==> src/rtl/mspd_pkg.sv <==
// ----------------------------------------------------------------------------
// mspd_pkg - shared types and constants for the MAP sensor pressure decode
// Holds the command and result records, register indexes, sensor type codes,
// divider sizing and the table of fixed two-point sensor lines.
// ----------------------------------------------------------------------------
package mspd_pkg;

    // Configuration port
    localparam int CFG_IDX_W  = 3;
    localparam int CFG_DATA_W = 21;

    localparam logic [CFG_IDX_W-1:0] CFG_SENSOR_TYPE     = 3'd0;
    localparam logic [CFG_IDX_W-1:0] CFG_CUSTOM_LOW_MV   = 3'd1;
    localparam logic [CFG_IDX_W-1:0] CFG_CUSTOM_LOW_P    = 3'd2;
    localparam logic [CFG_IDX_W-1:0] CFG_CUSTOM_HIGH_MV  = 3'd3;
    localparam logic [CFG_IDX_W-1:0] CFG_CUSTOM_HIGH_P   = 3'd4;
    localparam logic [CFG_IDX_W-1:0] CFG_FALLBACK_LOW_P  = 3'd5;
    localparam logic [CFG_IDX_W-1:0] CFG_FALLBACK_HIGH_P = 3'd6;

    // Sensor type codes
    localparam logic [3:0] TYPE_CUSTOM      = 4'd0;
    localparam logic [3:0] TYPE_FIXED_FIRST = 4'd1;
    localparam logic [3:0] TYPE_FIXED_LAST  = 4'd8;
    localparam logic [3:0] TYPE_FALLBACK    = 4'd9;

    // Field widths
    localparam int MV_W    = 13;
    localparam int PRESS_W = 21;

    localparam logic [MV_W-1:0]           FULL_SCALE_MV = 13'd5000;
    localparam logic signed [PRESS_W-1:0] PRESS_MAX     = 21'sd1000000;
    localparam logic signed [PRESS_W-1:0] PRESS_MIN     = -21'sd1000000;

    // Divider sizing: |dy| < 2^21, |dv| < 2^13, so |dy*dv| < 2^34
    localparam int NUM_W      = 34;
    localparam int DIV_STAGES = NUM_W;
    localparam int SUM_W      = NUM_W + 2;

    // Command queue
    localparam int Q_DEPTH = 4;
    localparam int Q_AW    = $clog2(Q_DEPTH);

    typedef struct packed {
        logic [MV_W-1:0]           x1;
        logic signed [PRESS_W-1:0] y1;
        logic [MV_W-1:0]           x2;
        logic signed [PRESS_W-1:0] y2;
    } t_line;

    typedef struct packed {
        logic signed [PRESS_W:0]   dy;
        logic signed [MV_W:0]      dv;
        logic signed [MV_W:0]      dx;
        logic signed [PRESS_W-1:0] y1;
        logic                      ok;
    } t_cmd;

    typedef struct packed {
        logic full;
        logic empty;
    } t_q_stat;

    typedef struct packed {
        logic signed [PRESS_W-1:0] pressure;
        logic                      valid_res;
    } t_res;

    function automatic t_line fixed_line(input logic [2:0] idx);
        t_line ln;
        case (idx)
            3'd0:    ln = '{13'd0,    -21'sd664, 13'd5000, 21'sd18278};
            3'd1:    ln = '{13'd0,    21'sd800,  13'd5000, 21'sd26000};
            3'd2:    ln = '{13'd250,  21'sd2000, 13'd4875, 21'sd25000};
            3'd3:    ln = '{13'd500,  21'sd9142, 13'd3000, 21'sd0};
            3'd4:    ln = '{13'd400,  21'sd1534, 13'd4500, 21'sd10000};
            3'd5:    ln = '{13'd0,    21'sd0,    13'd5000, 21'sd20000};
            3'd6:    ln = '{13'd631,  21'sd4000, 13'd4914, 21'sd30400};
            default: ln = '{13'd1700, 21'sd3332, 13'd3700, 21'sd10000};
        endcase
        return ln;
    endfunction

endpackage

==> src/rtl/mspd_front.sv <==
// ----------------------------------------------------------------------------
// mspd_front - configuration registers and sample classification
// Picks the line for the sensor type and forms the differences the back end
// needs: dy = y2-y1, dv = v-x1, dx = x2-x1, plus the result-good flag.
// ----------------------------------------------------------------------------
module mspd_front (
    input  logic                            i_clk,
    input  logic                            i_rst_n,
    input  logic                            i_cfg_we,
    input  logic [mspd_pkg::CFG_IDX_W-1:0]  i_cfg_idx,
    input  logic [mspd_pkg::CFG_DATA_W-1:0] i_cfg_data,
    input  logic [mspd_pkg::MV_W-1:0]       i_sample_mv,
    output mspd_pkg::t_cmd                  o_cmd
);

    logic [3:0]                          r_sensor_type;
    logic [mspd_pkg::MV_W-1:0]           r_custom_low_mv;
    logic signed [mspd_pkg::PRESS_W-1:0] r_custom_low_p;
    logic [mspd_pkg::MV_W-1:0]           r_custom_high_mv;
    logic signed [mspd_pkg::PRESS_W-1:0] r_custom_high_p;
    logic signed [mspd_pkg::PRESS_W-1:0] r_fallback_low_p;
    logic signed [mspd_pkg::PRESS_W-1:0] r_fallback_high_p;

    mspd_pkg::t_line n_line;
    logic            n_known;
    logic [3:0]      n_type_m1;

    always_ff @(posedge i_clk) begin
        if (!i_rst_n) begin
            r_sensor_type     <= mspd_pkg::TYPE_CUSTOM;
            r_custom_low_mv   <= '0;
            r_custom_low_p    <= '0;
            r_custom_high_mv  <= mspd_pkg::FULL_SCALE_MV;
            r_custom_high_p   <= 21'sd25000;
            r_fallback_low_p  <= '0;
            r_fallback_high_p <= 21'sd25000;
        end else if (i_cfg_we) begin
            unique case (i_cfg_idx)
                mspd_pkg::CFG_SENSOR_TYPE:     r_sensor_type     <= i_cfg_data[3:0];
                mspd_pkg::CFG_CUSTOM_LOW_MV:   r_custom_low_mv   <= i_cfg_data[12:0];
                mspd_pkg::CFG_CUSTOM_LOW_P:    r_custom_low_p    <= i_cfg_data;
                mspd_pkg::CFG_CUSTOM_HIGH_MV:  r_custom_high_mv  <= i_cfg_data[12:0];
                mspd_pkg::CFG_CUSTOM_HIGH_P:   r_custom_high_p   <= i_cfg_data;
                mspd_pkg::CFG_FALLBACK_LOW_P:  r_fallback_low_p  <= i_cfg_data;
                mspd_pkg::CFG_FALLBACK_HIGH_P: r_fallback_high_p <= i_cfg_data;
                default: ;
            endcase
        end
    end

    always_comb begin
        n_type_m1 = r_sensor_type - 4'd1;
        n_known   = 1'b1;
        unique case (r_sensor_type) inside
            mspd_pkg::TYPE_CUSTOM: begin
                n_line = '{r_custom_low_mv, r_custom_low_p,
                           r_custom_high_mv, r_custom_high_p};
            end
            [mspd_pkg::TYPE_FIXED_FIRST:mspd_pkg::TYPE_FIXED_LAST]: begin
                n_line = mspd_pkg::fixed_line(n_type_m1[2:0]);
            end
            mspd_pkg::TYPE_FALLBACK: begin
                n_line = '{13'd0, r_fallback_low_p,
                           mspd_pkg::FULL_SCALE_MV, r_fallback_high_p};
            end
            default: begin
                n_line  = '0;
                n_known = 1'b0;
            end
        endcase

        o_cmd.dy = {n_line.y2[mspd_pkg::PRESS_W-1], n_line.y2}
                 - {n_line.y1[mspd_pkg::PRESS_W-1], n_line.y1};
        o_cmd.dv = {1'b0, i_sample_mv} - {1'b0, n_line.x1};
        o_cmd.dx = {1'b0, n_line.x2} - {1'b0, n_line.x1};
        o_cmd.y1 = n_line.y1;
        o_cmd.ok = n_known && (n_line.x1 != n_line.x2);
    end

endmodule

==> config.mk <==
export PLATFORM = sky130hd
export DESIGN_NAME = mspd_front
export DESIGN_NICKNAME = d
export VERILOG_FILES = /design/src/rtl/mspd_pkg.sv /design/src/rtl/mspd_front.sv
export SDC_FILE = /design/constraint.sdc
export NUM_CORES = 1
export LEC_CHECK = 0
export ABC_AREA = 0
export CAP_MARGIN = 20
export CORE_MARGIN = 10
export CORE_UTILIZATION = 42
export DETAILED_ROUTE_END_ITERATION = 12
export DONT_BUFFER_PORTS = 1
export SLEW_MARGIN = 20
export SYNTH_ARGS = -nofsm -noshare
export SYNTH_HDL_FRONTEND = slang
export SYNTH_SLANG_ARGS = --single-unit
==> constraint.sdc <==
create_clock -name i_clk -period 10.84 [get_ports i_clk]
set_input_delay 2.168 -clock i_clk [delete_from_list [all_inputs] [get_ports i_clk]]
set_output_delay 2.168 -clock i_clk [all_outputs]
set_load 0.03 [all_outputs]
Word level (Yosys, flattened, before mapping) --
Cells that the tools add are included.
Cells by class: $add $sub $neg 4, magnitude comparators 2, equality and inequality tests 14, multiplexer cells 3, reduce and logical (&&, ||, !) cells 13
Operator list (count):
- 66-bit one-hot mux with 7 select lines | 1
- 68-bit one-hot mux with 3 select lines | 1
- 13-bit by 13-bit subtractor with 14-bit output | 2
- 21-bit by 21-bit subtractor with 22-bit output | 1
- 3-bit equality test, second input constant | 6
- 2-bit AND reduction | 7
- 13-bit != test | 1
- 3-bit by 2-bit equality test with 1-bit output, second input constant | 4
- 3-bit by 1-bit equality test with 1-bit output, second input constant | 2
- 3-bit zero test | 2
- 4-bit equality test, second input constant | 1
- 4-bit by 1-bit >= comparator with 1-bit output, second input constant | 1
- 4-bit <= comparator, second input constant | 1
- 4-bit zero test | 1
- 3-bit OR reduction | 1
- 3-bit by 1-bit subtractor with 3-bit output, second input constant | 1
- 1-bit logical AND | 2
- 1-bit two-way mux | 1
Word-level totals: register bits 114, word-level logic and storage cells 43

Logic depth before layout (Yosys ltp) --
depth in word-level cells 6, mapped depth 16

Worst setup path after synthesis --
OpenSTA, ideal clock, no wires.
path type input-to-output, start point input port i_sample_mv[0] (netlist bit), end point output port o_cmd[46] (netlist bit), arrival 3979 ps, required time 8672 ps, setup slack 4693 ps, cell stages on the path 9, cell sequence inv_1 ha_1 fa_1 nor2b_1 o21a_1 o21ai_0 a21oi_1 a21oi_1 o211ai_1
RTL lines:
- start: declaration | RTL line mspd_front.sv:12 | input logic [mspd_pkg::MV_W-1:0] i_sample_mv,
- end: declaration | RTL line mspd_front.sv:13 | output mspd_pkg::t_cmd o_cmd

==> impl_metrics.toml <==
[clock_tree]
worstSkewPairLatency_ns = 0.41
cts_tree = "built"
cts_num_sinks = 114
clk_pin_slew_ns = 0.05
cts-resized-gates = 0
cts_max_level = 4
postCtsSetupBuffers = 0
cts-buffers-inserted = 17
cts-root-buf = "clkbuf_16"
holdBufCountCts = 0
clockBufferDepth = 2

[sta]
finalClockSkew_ns = 0
finalSetupTns_ns = 0
max-slew-margin-rel_pct = 26.79
drv_slew = 0
hold_viol = 0
max_freq_ghz = 0.1428
worst_pin_slew_ns = 1.087
fin_crit_ns = 7.004
setup-violations-final = 0
rsz0062_at_grt = "false"
fin_crit_sh_pct = 64.61

[synthesis]
synth_fp_nets = 1189
syn_area_sq_mm = 0.007965
synthesis.instances = 1098
yosysWarnings = 0
ys_ff_latch = 114
ys_types = 68
yosysSeqAreaShare_pct = 28.65
synth-main-ff-cell = "dfxtp_1"
synth_area_per_cell_sq_um = 7.254
synth-edff-count = 0
async_flop_share_pct = 0

[critical_path]
cp_num_buf_inv = 2
path_class = "flop to primary output"
path_cells = "or2_1 -> nor3_4 -> buf_4 -> a22o_1 -> ha_1 -> inv_1 -> fa_1 -> a211oi_1 -> o211ai_1 -> a211oi_2 -> nor2_1 -> a221oi_2 -> xnor2_1"
critPathTopFamily = "compound AO/OA/AOI/OAI gates"
required_ns = 8.67
max_stage_delay_ns = 0.46
slowest_stage = "dfxtp_1"
worstSetupStartpointType = "flop"
critPathArrivalTime_ns = 4.84
end_kind = "primary output"
critPathMaxFanout = 42

[floorplanning]
design.die.area_sq_mm = 0.02487
coreArea_sq_mm = 0.01871
rows = 50
die_y_microns = 157.7
die_w_microns = 157.7
initial_core_util_pct = 42.58
io_pins = 112

[min_path]
hp-class = "flop to flop"

[pwr]
power.total_mw = 1.409
p_per_area_mw_per_mm2 = 161.2
p_leak_nw = 3.462
ir_worst_vdd_mv = 0.08764

[route]
vias = 7669
wl_per_cell_microns = 19.71
via_per_inst = 5.868
initialDrtViolationCount = 763
drcViolationCount = 0
wl_microns = 25770
dr.pass1.iters = 5
ant_nets = 0

[place]
io_buffers = 0
gp_congestion = 0.9344
dp_hpwl_microns = 18810

[job]
drv_cap = 0

[grt]
grt_antenna_before_repair = 1
grt_start_max_net_pins = 115
grt_pass1_wl_microns = 39720
grt-ovfl-total = 0
track_usage_pct = 20.27
grt_pass1_vias = 6922

[outcome]
status = "finished clean"

[final_layout]
fillers = 1894
n_antenna_cell = 0
area_growth_pct = 9.739
num-nets-final = 1151
drive_above_1_share_pct = 5.312
[power by group]
group          internal (mW)  switching, mW  total, mW  leakage, nW
Combinational          0.103          0.249      0.352         2.22
Sequential             0.429        0.00746      0.437        0.924
Clock                  0.431          0.189      0.621        0.319
[final timing paths]
kind,start,to,slack [ns],cells after the start
worst max-delay path,r_sensor_type[2],o_cmd[70],3.84,13
worst min-delay path,r_fallback_low_p[18],r_fallback_low_p[18],0.45,2
worst max register to register,r_sensor_type[3],r_sensor_type[3],9.74,3
worst min register to register,r_fallback_low_p[18],r_fallback_low_p[18],0.45,2
[kinds of logic after synthesis]
kind of cell / after synthesis / share of synthesized area (%)
AND/OR/NAND/NOR: 453 / 24.47
buffers and inverters: 113 / 5.624
multiplexers: 6 / 0.7697
flip-flops: 114 / 28.65
XOR/XNOR: 36 / 3.958
adder cells (fa/ha/maj): 51 / 8.294
AO/OA/AOI/OAI: 325 / 28.23
[layout make-up]
cell class	count	area, sq um	area share, %
multi-input cells	871	5255	60.12
flip-flops and latches	114	2282	26.11
clock buffers	23	488.0	5.583
well taps	234	292.8	3.350
clock inverters	9	175.2	2.004
inverters	46	172.7	1.975
repair buffers	10	75.07	0.8589
[routing by layer]
layer  track usage, %  routed length [microns]
met4            4.898                      290
met3            5.536                     2582
met2            29.75                    10860
met1            28.58                    12040
met5                0                        0
[layout by cell type, fill, tap and decap left out, types with 4 or more instances in the layout]
cell	instances
o211ai_1	10
a21boi_0	68
buf_4	10
a31oi_1	10
nand3_1	36
o31a_1	4
inv_1	43
o21a_1	11
a21oi_1	71
or2_1	5
and2_1	5
or3_1	5
o21ai_1	8
a221o_1	5
a211oi_1	5
mux2i_1	5
nor2b_1	18
a22oi_1	6
dfxtp_1	114
nand4_1	6
xnor2_1	29
nor3_1	15
a22o_1	9
a21o_1	16
and3_1	7
ha_1	48
clkbuf_8	4
nand2_1	280
o21ai_0	32
nand2b_1	6
a21boi_1	26
clkbuf_16	17
a221oi_1	12
o21bai_1	4
bufinv_16	5
nor2_1	55
xor2_1	7
[tightest hold or removal path, cell delays in order (launching register included)]
cell      delay [ns]
dfxtp_1         0.30
nand2_1         0.05
a21boi_1        0.05
[flip-flops by register name, summed over array words and instances (netlist names)]
register / count
r_custom_low_p: 21
r_custom_low_mv: 13
r_custom_high_mv: 13
r_fallback_low_p: 21
r_sensor_type: 4
r_custom_high_p: 21
r_fallback_high_p: 21
[per-stage QoR]
stage	cells	setup slack [ns]	hold WS (ns)	utilization, %	instance area [sq um]
after floorplan	1098	4.693	0.4316	-	7965
after global placement	1275	4.358	0.4405	43.18	8078
after detailed placement	1275	4.306	0.4451	43.18	8078
final	1307	3.836	0.4514	46.73	8741
after CTS	1307	3.854	0.4526	46.73	8741
after global routing	1307	3.493	0.4755	46.73	8741
[cell usage after synthesis (10+ instances only)]
| library cell | number | area [sq um] |
|---|---|---|
| a21boi_0 | 68 | 510.5 |
| a21boi_1 | 26 | 195.2 |
| a21o_1 | 16 | 120.1 |
| a21oi_1 | 71 | 355.3 |
| a221oi_1 | 12 | 105.1 |
| a31oi_1 | 10 | 62.56 |
| buf_2 | 13 | 65.06 |
| clkbuf_1 | 50 | 187.7 |
| dfxtp_1 | 114 | 2282 |
| ha_1 | 48 | 600.6 |
| inv_1 | 43 | 161.4 |
| nand2_1 | 280 | 1051 |
| nand3_1 | 36 | 180.2 |
| nor2_1 | 56 | 210.2 |
| nor2b_1 | 18 | 112.6 |
| nor3_1 | 16 | 80.08 |
| o211ai_1 | 10 | 75.07 |
| o21a_1 | 11 | 82.58 |
| o21ai_0 | 32 | 160.2 |
| xnor2_1 | 29 | 254.0 |
No activity file was read; power rests on OpenSTA's default activity.
