<file path="config.mk">
export PLATFORM = sky130hd
export DESIGN_NAME = mspd_queue
export DESIGN_NICKNAME = d
export VERILOG_FILES = /design/src/rtl/mspd_pkg.sv /design/src/rtl/mspd_queue.sv
export SDC_FILE = /design/constraint.sdc
export NUM_CORES = 1
export LEC_CHECK = 0
export ABC_AREA = 1
export BUFFER_PORTS_ARGS = -buffer_cell sky130_fd_sc_hd__buf_2
export CORE_MARGIN = 3
export CORE_UTILIZATION = 50
export CTS_CLUSTER_DIAMETER = 50
export DETAILED_ROUTE_END_ITERATION = 8
export PLACE_DENSITY = 0.77
export SKIP_CTS_REPAIR_TIMING = 1
export SKIP_LAST_GASP = 1
export SYNTH_ARGS = -nofsm -noshare
export SYNTH_HDL_FRONTEND = slang
export SYNTH_SLANG_ARGS = --single-unit
</file>
<file path="constraint.sdc">
create_clock -name i_clk -period 9 [get_ports i_clk]
set_input_delay 0.9 -clock i_clk [delete_from_list [all_inputs] [get_ports i_clk]]
set_output_delay 0.9 -clock i_clk [all_outputs]
set_load 0.03 [all_outputs]
</file>
<file path="src/rtl/mspd_pkg.sv">
// ----------------------------------------------------------------------------
// mspd_pkg - shared types and constants for the MAP sensor pressure decode
// Holds the command and result records, register indexes, sensor type codes,
// divider sizing and the table of fixed two-point sensor lines.
// ----------------------------------------------------------------------------
package mspd_pkg;

    // Configuration port
    localparam int CFG_IDX_W  = 3;
    localparam int CFG_DATA_W = 21;

    localparam logic [CFG_IDX_W-1:0] CFG_SENSOR_TYPE     = 3'd0;
    localparam logic [CFG_IDX_W-1:0] CFG_CUSTOM_LOW_MV   = 3'd1;
    localparam logic [CFG_IDX_W-1:0] CFG_CUSTOM_LOW_P    = 3'd2;
    localparam logic [CFG_IDX_W-1:0] CFG_CUSTOM_HIGH_MV  = 3'd3;
    localparam logic [CFG_IDX_W-1:0] CFG_CUSTOM_HIGH_P   = 3'd4;
    localparam logic [CFG_IDX_W-1:0] CFG_FALLBACK_LOW_P  = 3'd5;
    localparam logic [CFG_IDX_W-1:0] CFG_FALLBACK_HIGH_P = 3'd6;

    // Sensor type codes
    localparam logic [3:0] TYPE_CUSTOM      = 4'd0;
    localparam logic [3:0] TYPE_FIXED_FIRST = 4'd1;
    localparam logic [3:0] TYPE_FIXED_LAST  = 4'd8;
    localparam logic [3:0] TYPE_FALLBACK    = 4'd9;

    // Field widths
    localparam int MV_W    = 13;
    localparam int PRESS_W = 21;

    localparam logic [MV_W-1:0]           FULL_SCALE_MV = 13'd5000;
    localparam logic signed [PRESS_W-1:0] PRESS_MAX     = 21'sd1000000;
    localparam logic signed [PRESS_W-1:0] PRESS_MIN     = -21'sd1000000;

    // Divider sizing: |dy| < 2^21, |dv| < 2^13, so |dy*dv| < 2^34
    localparam int NUM_W      = 34;
    localparam int DIV_STAGES = NUM_W;
    localparam int SUM_W      = NUM_W + 2;

    // Command queue
    localparam int Q_DEPTH = 4;
    localparam int Q_AW    = $clog2(Q_DEPTH);

    typedef struct packed {
        logic [MV_W-1:0]           x1;
        logic signed [PRESS_W-1:0] y1;
        logic [MV_W-1:0]           x2;
        logic signed [PRESS_W-1:0] y2;
    } t_line;

    typedef struct packed {
        logic signed [PRESS_W:0]   dy;
        logic signed [MV_W:0]      dv;
        logic signed [MV_W:0]      dx;
        logic signed [PRESS_W-1:0] y1;
        logic                      ok;
    } t_cmd;

    typedef struct packed {
        logic full;
        logic empty;
    } t_q_stat;

    typedef struct packed {
        logic signed [PRESS_W-1:0] pressure;
        logic                      valid_res;
    } t_res;

    function automatic t_line fixed_line(input logic [2:0] idx);
        t_line ln;
        case (idx)
            3'd0:    ln = '{13'd0,    -21'sd664, 13'd5000, 21'sd18278};
            3'd1:    ln = '{13'd0,    21'sd800,  13'd5000, 21'sd26000};
            3'd2:    ln = '{13'd250,  21'sd2000, 13'd4875, 21'sd25000};
            3'd3:    ln = '{13'd500,  21'sd9142, 13'd3000, 21'sd0};
            3'd4:    ln = '{13'd400,  21'sd1534, 13'd4500, 21'sd10000};
            3'd5:    ln = '{13'd0,    21'sd0,    13'd5000, 21'sd20000};
            3'd6:    ln = '{13'd631,  21'sd4000, 13'd4914, 21'sd30400};
            default: ln = '{13'd1700, 21'sd3332, 13'd3700, 21'sd10000};
        endcase
        return ln;
    endfunction

endpackage

</file>
<file path="src/rtl/mspd_queue.sv">
// ----------------------------------------------------------------------------
// mspd_queue - short command queue between front and back
// Four entries, head shown while not empty.
// ----------------------------------------------------------------------------
module mspd_queue (
    input  logic              i_clk,
    input  logic              i_rst_n,
    input  logic              i_push,
    input  mspd_pkg::t_cmd    i_cmd,
    input  logic              i_pop,
    output mspd_pkg::t_cmd    o_cmd,
    output mspd_pkg::t_q_stat o_stat
);

    mspd_pkg::t_cmd              r_mem [mspd_pkg::Q_DEPTH];
    logic [mspd_pkg::Q_AW-1:0]   r_wr;
    logic [mspd_pkg::Q_AW-1:0]   r_rd;
    logic [mspd_pkg::Q_AW:0]     r_cnt;
    logic                        n_wr_en;
    logic                        n_rd_en;

    always_comb begin
        o_stat.full  = (r_cnt == (mspd_pkg::Q_AW+1)'(mspd_pkg::Q_DEPTH));
        o_stat.empty = (r_cnt == '0);
        n_wr_en      = i_push && !o_stat.full;
        n_rd_en      = i_pop && !o_stat.empty;
        o_cmd        = r_mem[r_rd];
    end

    always_ff @(posedge i_clk) begin
        if (!i_rst_n) begin
            r_wr  <= '0;
            r_rd  <= '0;
            r_cnt <= '0;
        end else begin
            if (n_wr_en) begin
                r_wr <= r_wr + 1'b1;
            end
            if (n_rd_en) begin
                r_rd <= r_rd + 1'b1;
            end
            if (n_wr_en && !n_rd_en) begin
                r_cnt <= r_cnt + 1'b1;
            end else if (!n_wr_en && n_rd_en) begin
                r_cnt <= r_cnt - 1'b1;
            end
        end
    end

    always_ff @(posedge i_clk) begin
        if (n_wr_en) begin
            r_mem[r_wr] <= i_cmd;
        end
    end

endmodule

</file>
* Yosys cells after proc, flatten, opt, wreduce, memory -nomap -nowiden
Memories as Yosys holds them, arrays and structs flattened. A register that Yosys moved wholly into a read port is not among the register bits.
Index checks and enable logic that the tools add are counted.
** Word-level totals
- Flip-flop bits (word level) :: 7
- Bits in writable memories :: 288
- Output and inout bits :: 74
- Word-level logic and storage cells :: 25
- Memories kept :: 1
** Cells by class
- $add $sub $neg :: 4
- Equality and inequality tests :: 1
- Mux-type cells :: 6
- Reduce and logical (&&, ||, !) cells :: 10
** Memories
- r_mem :: depth 4, width 72, rd ports 1, clocked after memory_dff 1, write ports 1, line mspd_queue.sv:15 : mspd_pkg::t_cmd r_mem [mspd_pkg::Q_DEPTH];
** Operator list (count)
- 3-bit two-way mux :: 2
- 2-bit by 1-bit adder with 2-bit output (second input constant) :: 2
- 1-bit logical AND :: 4
- 1-bit logical NOT :: 4
- 2-bit two-way mux :: 2
- 3-bit by 1-bit adder with 3-bit output (second input constant) :: 1
- 3-bit equality test (second input constant) :: 1
- 3-bit logical NOT :: 1
- 3-bit by 1-bit subtractor with 3-bit output (second input constant) :: 1
- 1-bit two-way mux :: 2
- 2-bit nonzero test :: 1

* Depth between registers and ports, before layout
Gate-level depths: netlist (run 1).
- Word-level depth :: 7
- Depth in mapped cells :: 13
- Gate-level depth less buffers :: 13

* Worst setup path before layout (run 1)
No wires, ideal clock.
- Path kind :: input port to flip-flop
- Start :: in i_push
- End :: mem r_mem[0][0] (netlist bit) (enable)
- Data arrival time :: 4.017 ns
- Slack :: 4.480 ns
- Stages on the path :: 2
- Cell sequence :: nand2_1 nor2_1
** Between the ends
- Cells in the longest elaborated chain, start to end :: 3
** Ends and longest elaborated chain
- start, declared :: line mspd_queue.sv:8 : input logic i_push,
- 1-bit logical AND :: line mspd_queue.sv:25 : n_wr_en = i_push && !o_stat.full;
- 1-bit two-way mux :: line mspd_queue.sv:51 : if (n_wr_en) begin
- 1-bit two-way mux (not written as such) :: line mspd_queue.sv:52 : r_mem[r_wr] <= i_cmd;
- end, declared :: line mspd_queue.sv:15
Every way passes these cells.

==> flow_summary.yaml, run 1 <==
setup_path:
  setup.worst_path.class: "flip-flop to output pin"
  chain_of_cells_forming_the_critical_path: "inv_6 -> buf_4 -> o21ai_0 -> o22ai_2 -> buf_2"
  cp_slowest_cell: "buf_4"
  critical_path_peak_fanout: 73
  worstSetupEndpointType: "output pin"
  rr_startpoint: "r_cnt[0]$_SDFFE_PN0P_"
  critical_path_required_ns: 8.10
  critPathLaunchType: "flip-flop"
  timing.critical_path.slowest_cell_delay_ns: 0.82
  critical_path_arrival_ns: 3.20
floorplanning:
  fp.dieArea_um2: 25030
  core_region_area_um2: 22710
  top_level_ports: 150
  die_h_um: 158.2
  start_util_pct: 51.00
  rows: 55
  die_x_um: 158.2
logic_synthesis:
  ys_seq_elements: 297
  synth.avg_cell_area_um2: 15.12
  synth.net_count: 848
  synth_sequential_area_ratio_pct: 76.22
  synthesis.instances: 766
  synth_top_cells_by_area: "edfxtp_1 (75%), o21ai_0 (5.8%), o22ai_2 (5.4%)"
  post-synth-top-area-fraction_pct: 74.67
  post_synth_instance_area_um2: 11580
  synthDominantAreaCellType: "edfxtp_1"
  ys.warnings.count: 0
  yosysUniqueCellTypes: 24
layout:
  mostFrequentLayoutCell: "edfxtp_1"
  final_layout_size_suffix_gt1_share_pct: 33.12
  finish.net_count: 991
  design_area_um2: 13530
  layout_common_cells: "edfxtp_1 (288), buf_2 (149), o21ai_0 (135)"
  areaGrowthSynthToFinish_pct: 16.80
timing:
  timing.final.crit_period_ns: 4.101
  fin_hold_viols: 0
  fin_skew_ns: 0.008465
  finalSetupViolations: 0
  maxSlewViolCount: 0
  max_slew.worst_pin.slew_ns: 1.194
  max_slew_margin_pct: 20.22
  max_freq_mhz: 243.9
  layout_worst_path_cycle_share_pct: 45.56
  grt_setup_unrepaired: "no"
  sum_of_negative_setup_slack_ns: 0
clock_network:
  clock_tree_from_tritoncts: "done"
  clock_sinks: 297
  clock_tree.buffer_depth: 3
  clk_transition_reported_paths_ns: 0.06
  clk_latency_ns: 0.54
  cts.htree.levels: 1
  cts_buffers: 30
  cts.root.buffer_cell: "clkbuf_16"
power_and_ir_drop:
  post-layout-total-power_uw: 4173
  ir_drop_mv: 0.1918
  power.density_cell_area_nw_per_um2: 308.5
  total_leakage_power_uw: 0.004705
min_path:
  hold_path_class: "flip-flop to flip-flop"
  holdCritStartpoint: "r_rd[0]$_SDFFE_PN0P_"
route:
  initialDrtViolationCount: 369
  first_pass_iters: 4
  drt_drc_violations_left: 0
  avgRoutedWirePerCell_um: 19.00
  vias: 6646
  vias_per_cell: 5.452
  postRouteAntennaNets: 0
  overall_routed_net_length_um: 23160
global_route:
  grt_pass1_vias: 6714
  first_pass_grt_wire_length_um: 35310
  gr-usage-all-layers_pct: 18.17
  grt_start_max_net_pins: 83
  antenna_found_initial: 4
  gr-total-overflow: 0
run:
  cap_viol_max_count: 0
place:
  dp_hpwl_um: 12410
  port_buffer_count: 149
  dpl_cell_area_um2: 12500
  gp_weighted_congestion: 0.6967
outcome:
  status: "finished, final reports clean"
-- per-stage QoR --
stage                     util [%]  hold slack, ns  cells  worst slack (ns)
after global routing         59.57          0.5345   1219             4.639
after global placement       55.04          0.4826   1162             5.566
final                        59.57          0.5093   1219             4.900
after floorplan                  -          0.4648    766             4.480
after detailed placement     55.04          0.4999   1162             5.486
after CTS                    59.56          0.5088   1218             4.829
-- power breakdown --
group / switching (µW) / internal [µW]
Combinational: 848 / 316
Clock: 495 / 768
Sequential: 62.4 / 1680
-- final cells by class --
type	count	area, µm²
inverter	18	75.07
clock inverter	16	187.7
tap	285	356.6
sequential	297	8833
clock buffer	40	839.6
timing repair buffer	157	805.8
antenna	1	2.502
multi-input combinational	405	2427
fill	1736	9181
-- worst paths after layout --
check	end	slack [ns]	cells past startpoint
worst max register to register	r_mem[1][50]$_DFFE_PP_	6.05	5
worst max-delay path	o_cmd[12]	4.90	5
worst min-delay path	r_rd[0]$_SDFFE_PN0P_	0.51	2
worst min register to register	r_rd[0]$_SDFFE_PN0P_	0.51	2
-- worst max-delay path: cells and delay by family (launching register included) --
family                 cells  cell delay, ns
DFF                        1            0.54
buffers and inverters      3            1.59
AOI/OAI and AO/OA          2            0.44
-- registers in the layout, summed over array words and instances, names as in the netlist, named ones only --
name	cells
r_mem	288
r_rd	2
r_wr	2
r_cnt	3
-- layer usage --
| layer | vias to the layer above | track usage, % | routed length (µm) |
|---|---|---|---|
| li1 | 3148 | - | - |
| met1 | 3283 | 23.34 | 9749 |
| met2 | 166 | 31.52 | 11660 |
| met3 | 43 | 3.882 | 1300 |
| met4 | 6 | 5.039 | 416 |
| met5 | - | 0 | 30 |
-- kinds of logic after synthesis --
kind of cell               share of synthesized area (%)
xor gates and xnor gates                         0.07563
DFF                                                76.22
adders and majority gates                         0.7130
buffers and inverters                              3.079
and+or+nand+nor                                    6.924
AOI/OAI and AO/OA                                  12.98
-- Yosys cell counts --
cell type / n
a21oi_1: 3
buf_12: 1
buf_2: 17
buf_4: 1
buf_6: 8
clkbuf_1: 13
clkbuf_2: 6
dfxtp_1: 9
edfxtp_1: 288
fa_1: 1
ha_1: 5
inv_1: 16
inv_4: 1
inv_6: 1
nand2_1: 15
nand3_1: 4
nand3b_1: 1
nor2_1: 108
nor2_2: 50
o21ai_0: 135
o21ai_1: 10
o22ai_1: 22
o22ai_2: 50
xor2_1: 1
(Power assumes the default switching activity.)
==> inputs of run 2 (changes only) <==
Settings changed: ABC_AREA 1 to 0, PLACE_DENSITY 0.77 to 0.8.
Clock period 9 ns to 3.5 ns, I/O delays scaled along.
==> flow_summary.yaml, run 2 <==
logic_synthesis:
  synth_xor_xnor_area_share_pct: 0.3201
  post-synth-top-area-fraction_pct: 79.03
  post_synth_instance_area_um2: 10940
  synth-edff-count: 288
  synthesis.instances: 424
  ys_seq_elements: 297
  synth.net_count: 506
  synth_top_family_by_area: "multiplexers"
  synth_top_cells_by_area: "edfxtp_1 (79%), mux4_2 (15%), dfxtp_1 (1.6%)"
  ys_dominant_reg_cell: "edfxtp_1"
  yosys.cell_count.top_type: "edfxtp_1"
  area_fraction_in_compound_gates_after_synthesis_pct: 0.3087
  ys.warnings.count: 0
  ys_async_sr_fraction_pct: 0
  yosysUniqueCellTypes: 23
  synthSimpleGateAreaFrac_pct: 0.9261
  synth.avg_cell_area_um2: 25.81
  post_synth_fa_ha_maj_area_fraction_pct: 0.7546
  synth_sequential_area_ratio_pct: 80.68
  netlist_top_cells_count: "edfxtp_1 (288), mux4_2 (72), dfxtp_1 (9)"
  synthDominantAreaCellType: "edfxtp_1"
  yosys-mux-area-fraction_pct: 15.09
global_route:
  first_pass_grt_wire_length_um: 30410
  grt_start_max_net_pins: 49
  grt.met3_usage_pct: 4.531
  gr-max-usage-layer: "met2"
  gr-total-overflow: 0
  global_route.usage.met2_pct: 27.16
  antenna_found_initial: 1
  grt_pass1_vias: 5492
  gr-usage-all-layers_pct: 16.52
  globalRouteMet1Util_pct: 21.66
timing:
  timing.final.crit_period_ns: 2.769
  finalSetupViolations: 0
  layout_worst_path_cycle_share_pct: 79.12
  final_critical_path_setup_slack_ns: 0.7308
  max_freq_mhz: 361.1
  max_slew.worst_pin.slew_ns: 0.7967
  fin_skew_ns: 0.01401
  grt_setup_unrepaired: "no"
  maxSlewViolCount: 0
  max_slew_margin_pct: 46.89
  sum_of_negative_setup_slack_ns: 0
  fin_hold_viols: 0
power_and_ir_drop:
  ir_drop_mv: 0.5655
  power.density_cell_area_nw_per_um2: 799.7
  total_leakage_power_uw: 0.004388
floorplanning:
  start_util_pct: 51.41
  fp.dieArea_um2: 23700
  core_region_area_um2: 21290
  die_x_um: 153.9
  rows: 53
  die_h_um: 153.9
  top_level_ports: 150
clock_network:
  clock_tree_from_tritoncts: "done"
  cts_buffers: 34
  clk_latency_ns: 0.48
  cts.root.buffer_cell: "clkbuf_16"
  clock_sinks: 297
  clk_transition_reported_paths_ns: 0.06
  cts.htree.levels: 2
  clock_tree.buffer_depth: 3
setup_path:
  setup.worst_path.class: "flip-flop to output pin"
  critical_path_required_ns: 3.15
  crit_path_end: "o_cmd[69]"
  critical_path_peak_fanout: 31
  setup.reg_to_reg.worst_slack_ns: 0.99
  critPathLaunchType: "flip-flop"
  worst_r2r_endpoint: "r_cnt[2]$_SDFFE_PN0P_"
  rr_startpoint: "r_cnt[0]$_SDFFE_PN0P_"
  critical_path_arrival_ns: 2.42
  r2r.worst_path.cells: 8
  worstSetupEndpointType: "output pin"
route:
  first_pass_iters: 5
  overall_routed_net_length_um: 19380
  vias: 4961
  initialDrtViolationCount: 221
  postRouteAntennaNets: 0
  vias_per_cell: 5.512
  avgRoutedWirePerCell_um: 21.54
  drt_drc_violations_left: 0
layout:
  design_area_um2: 12990
  max_flop_register: "r_mem"
  largest_reg_flops: 288
  filler_cell_count: 1466
  areaGrowthSynthToFinish_pct: 18.67
  antennaDiodeCount: 0
  layout_common_cells: "edfxtp_1 (288), buf_2 (149), mux4_2 (72)"
  reg_top3: "r_mem: 288 flops, r_cnt: 3 flops"
  finish.net_count: 685
  final_layout_size_suffix_gt1_share_pct: 46.08
  mostFrequentLayoutCell: "edfxtp_1"
place:
  port_buffer_count: 149
  gp_weighted_congestion: 0.7607
  place_worst_setup_slack_ns: 1.016
  dpl_cell_area_um2: 11970
  dp_hpwl_um: 11990
outcome:
  status: "finished, final reports clean"
min_path:
  hold_path_class: "primary input to flip-flop"
run:
  cap_viol_max_count: 0
## run 2: metal layers
layer	vias to the layer above	share of wire, %	wire [µm]
met2	165	50	9705
met1	2589	41	7931
met4	2	2.0	390
met5	-	0.067	13
li1	2170	-	-
met3	35	6.9	1341
## run 2: cells by family (layout without fill, tap and decap cells)
| group | after synthesis | count (layout) |
|---|---|---|
| compound gates | 4 | 4 |
| xor+xnor | 4 | 4 |
| fa+ha+maj | 6 | 6 |
| buf+inv | 21 | 222 |
| flops | 297 | 297 |
| mux | 75 | 75 |
| simple gates | 17 | 17 |
## run 2: final cells by class
type,count,area (µm²),share of cell area [%]
timing repair buffer,161,860.8,6.629
inverter,3,11.26,0.08671
multi-input combinational,106,1914,14.74
tap,275,344.1,2.650
clock inverter,14,90.09,0.6937
clock buffer,44,929.6,7.159
sequential,297,8836,68.04
## run 2: metrics by stage
step	total power [µW]	utilization, %	hold slack (ns)	instances
2_1_floorplan	6695	-	0.4489	424
3_3_place_gp	7275	56.22	0.4804	842
3_5_place_dp	7345	56.22	0.5008	842
4_1_cts	10540	61.01	0.04513	900
5_1_grt	10830	61.01	0.04610	900
6_report	10390	61.01	0.06916	900
## run 2: worst min-delay path by stage
| stage | from | to | slack (ns) | cells past startpoint |
|---|---|---|---|---|
| 3_5_place_dp | r_wr[0]$_SDFFE_PN0P_ | r_wr[0]$_SDFFE_PN0P_ | 0.50 | 2 |
| 3_3_place_gp | r_wr[1]$_SDFFE_PN0P_ | r_wr[1]$_SDFFE_PN0P_ | 0.48 | 2 |
| 5_1_grt | i_cmd[52] | r_mem[1][52]$_DFFE_PP_ | 0.05 | 1 |
| 4_1_cts | i_cmd[70] | r_mem[2][70]$_DFFE_PP_ | 0.05 | 1 |
| 6_report | i_cmd[52] | r_mem[0][52]$_DFFE_PP_ | 0.07 | 1 |
| 2_1_floorplan | i_cmd[0] | r_mem[0][0]$_DFFE_PP_ | 0.45 | 0 |
## run 2: where the power goes
part	internal (µW)	switching, µW
Clock	1880	1290
Combinational	1050	1600
Sequential	4320	236
## run 2: worst max-delay path: stages (launching register included)
cell	delay [ns]
dfxtp_4	0.77
buf_4	0.40
mux4_2	0.55
buf_2	0.19
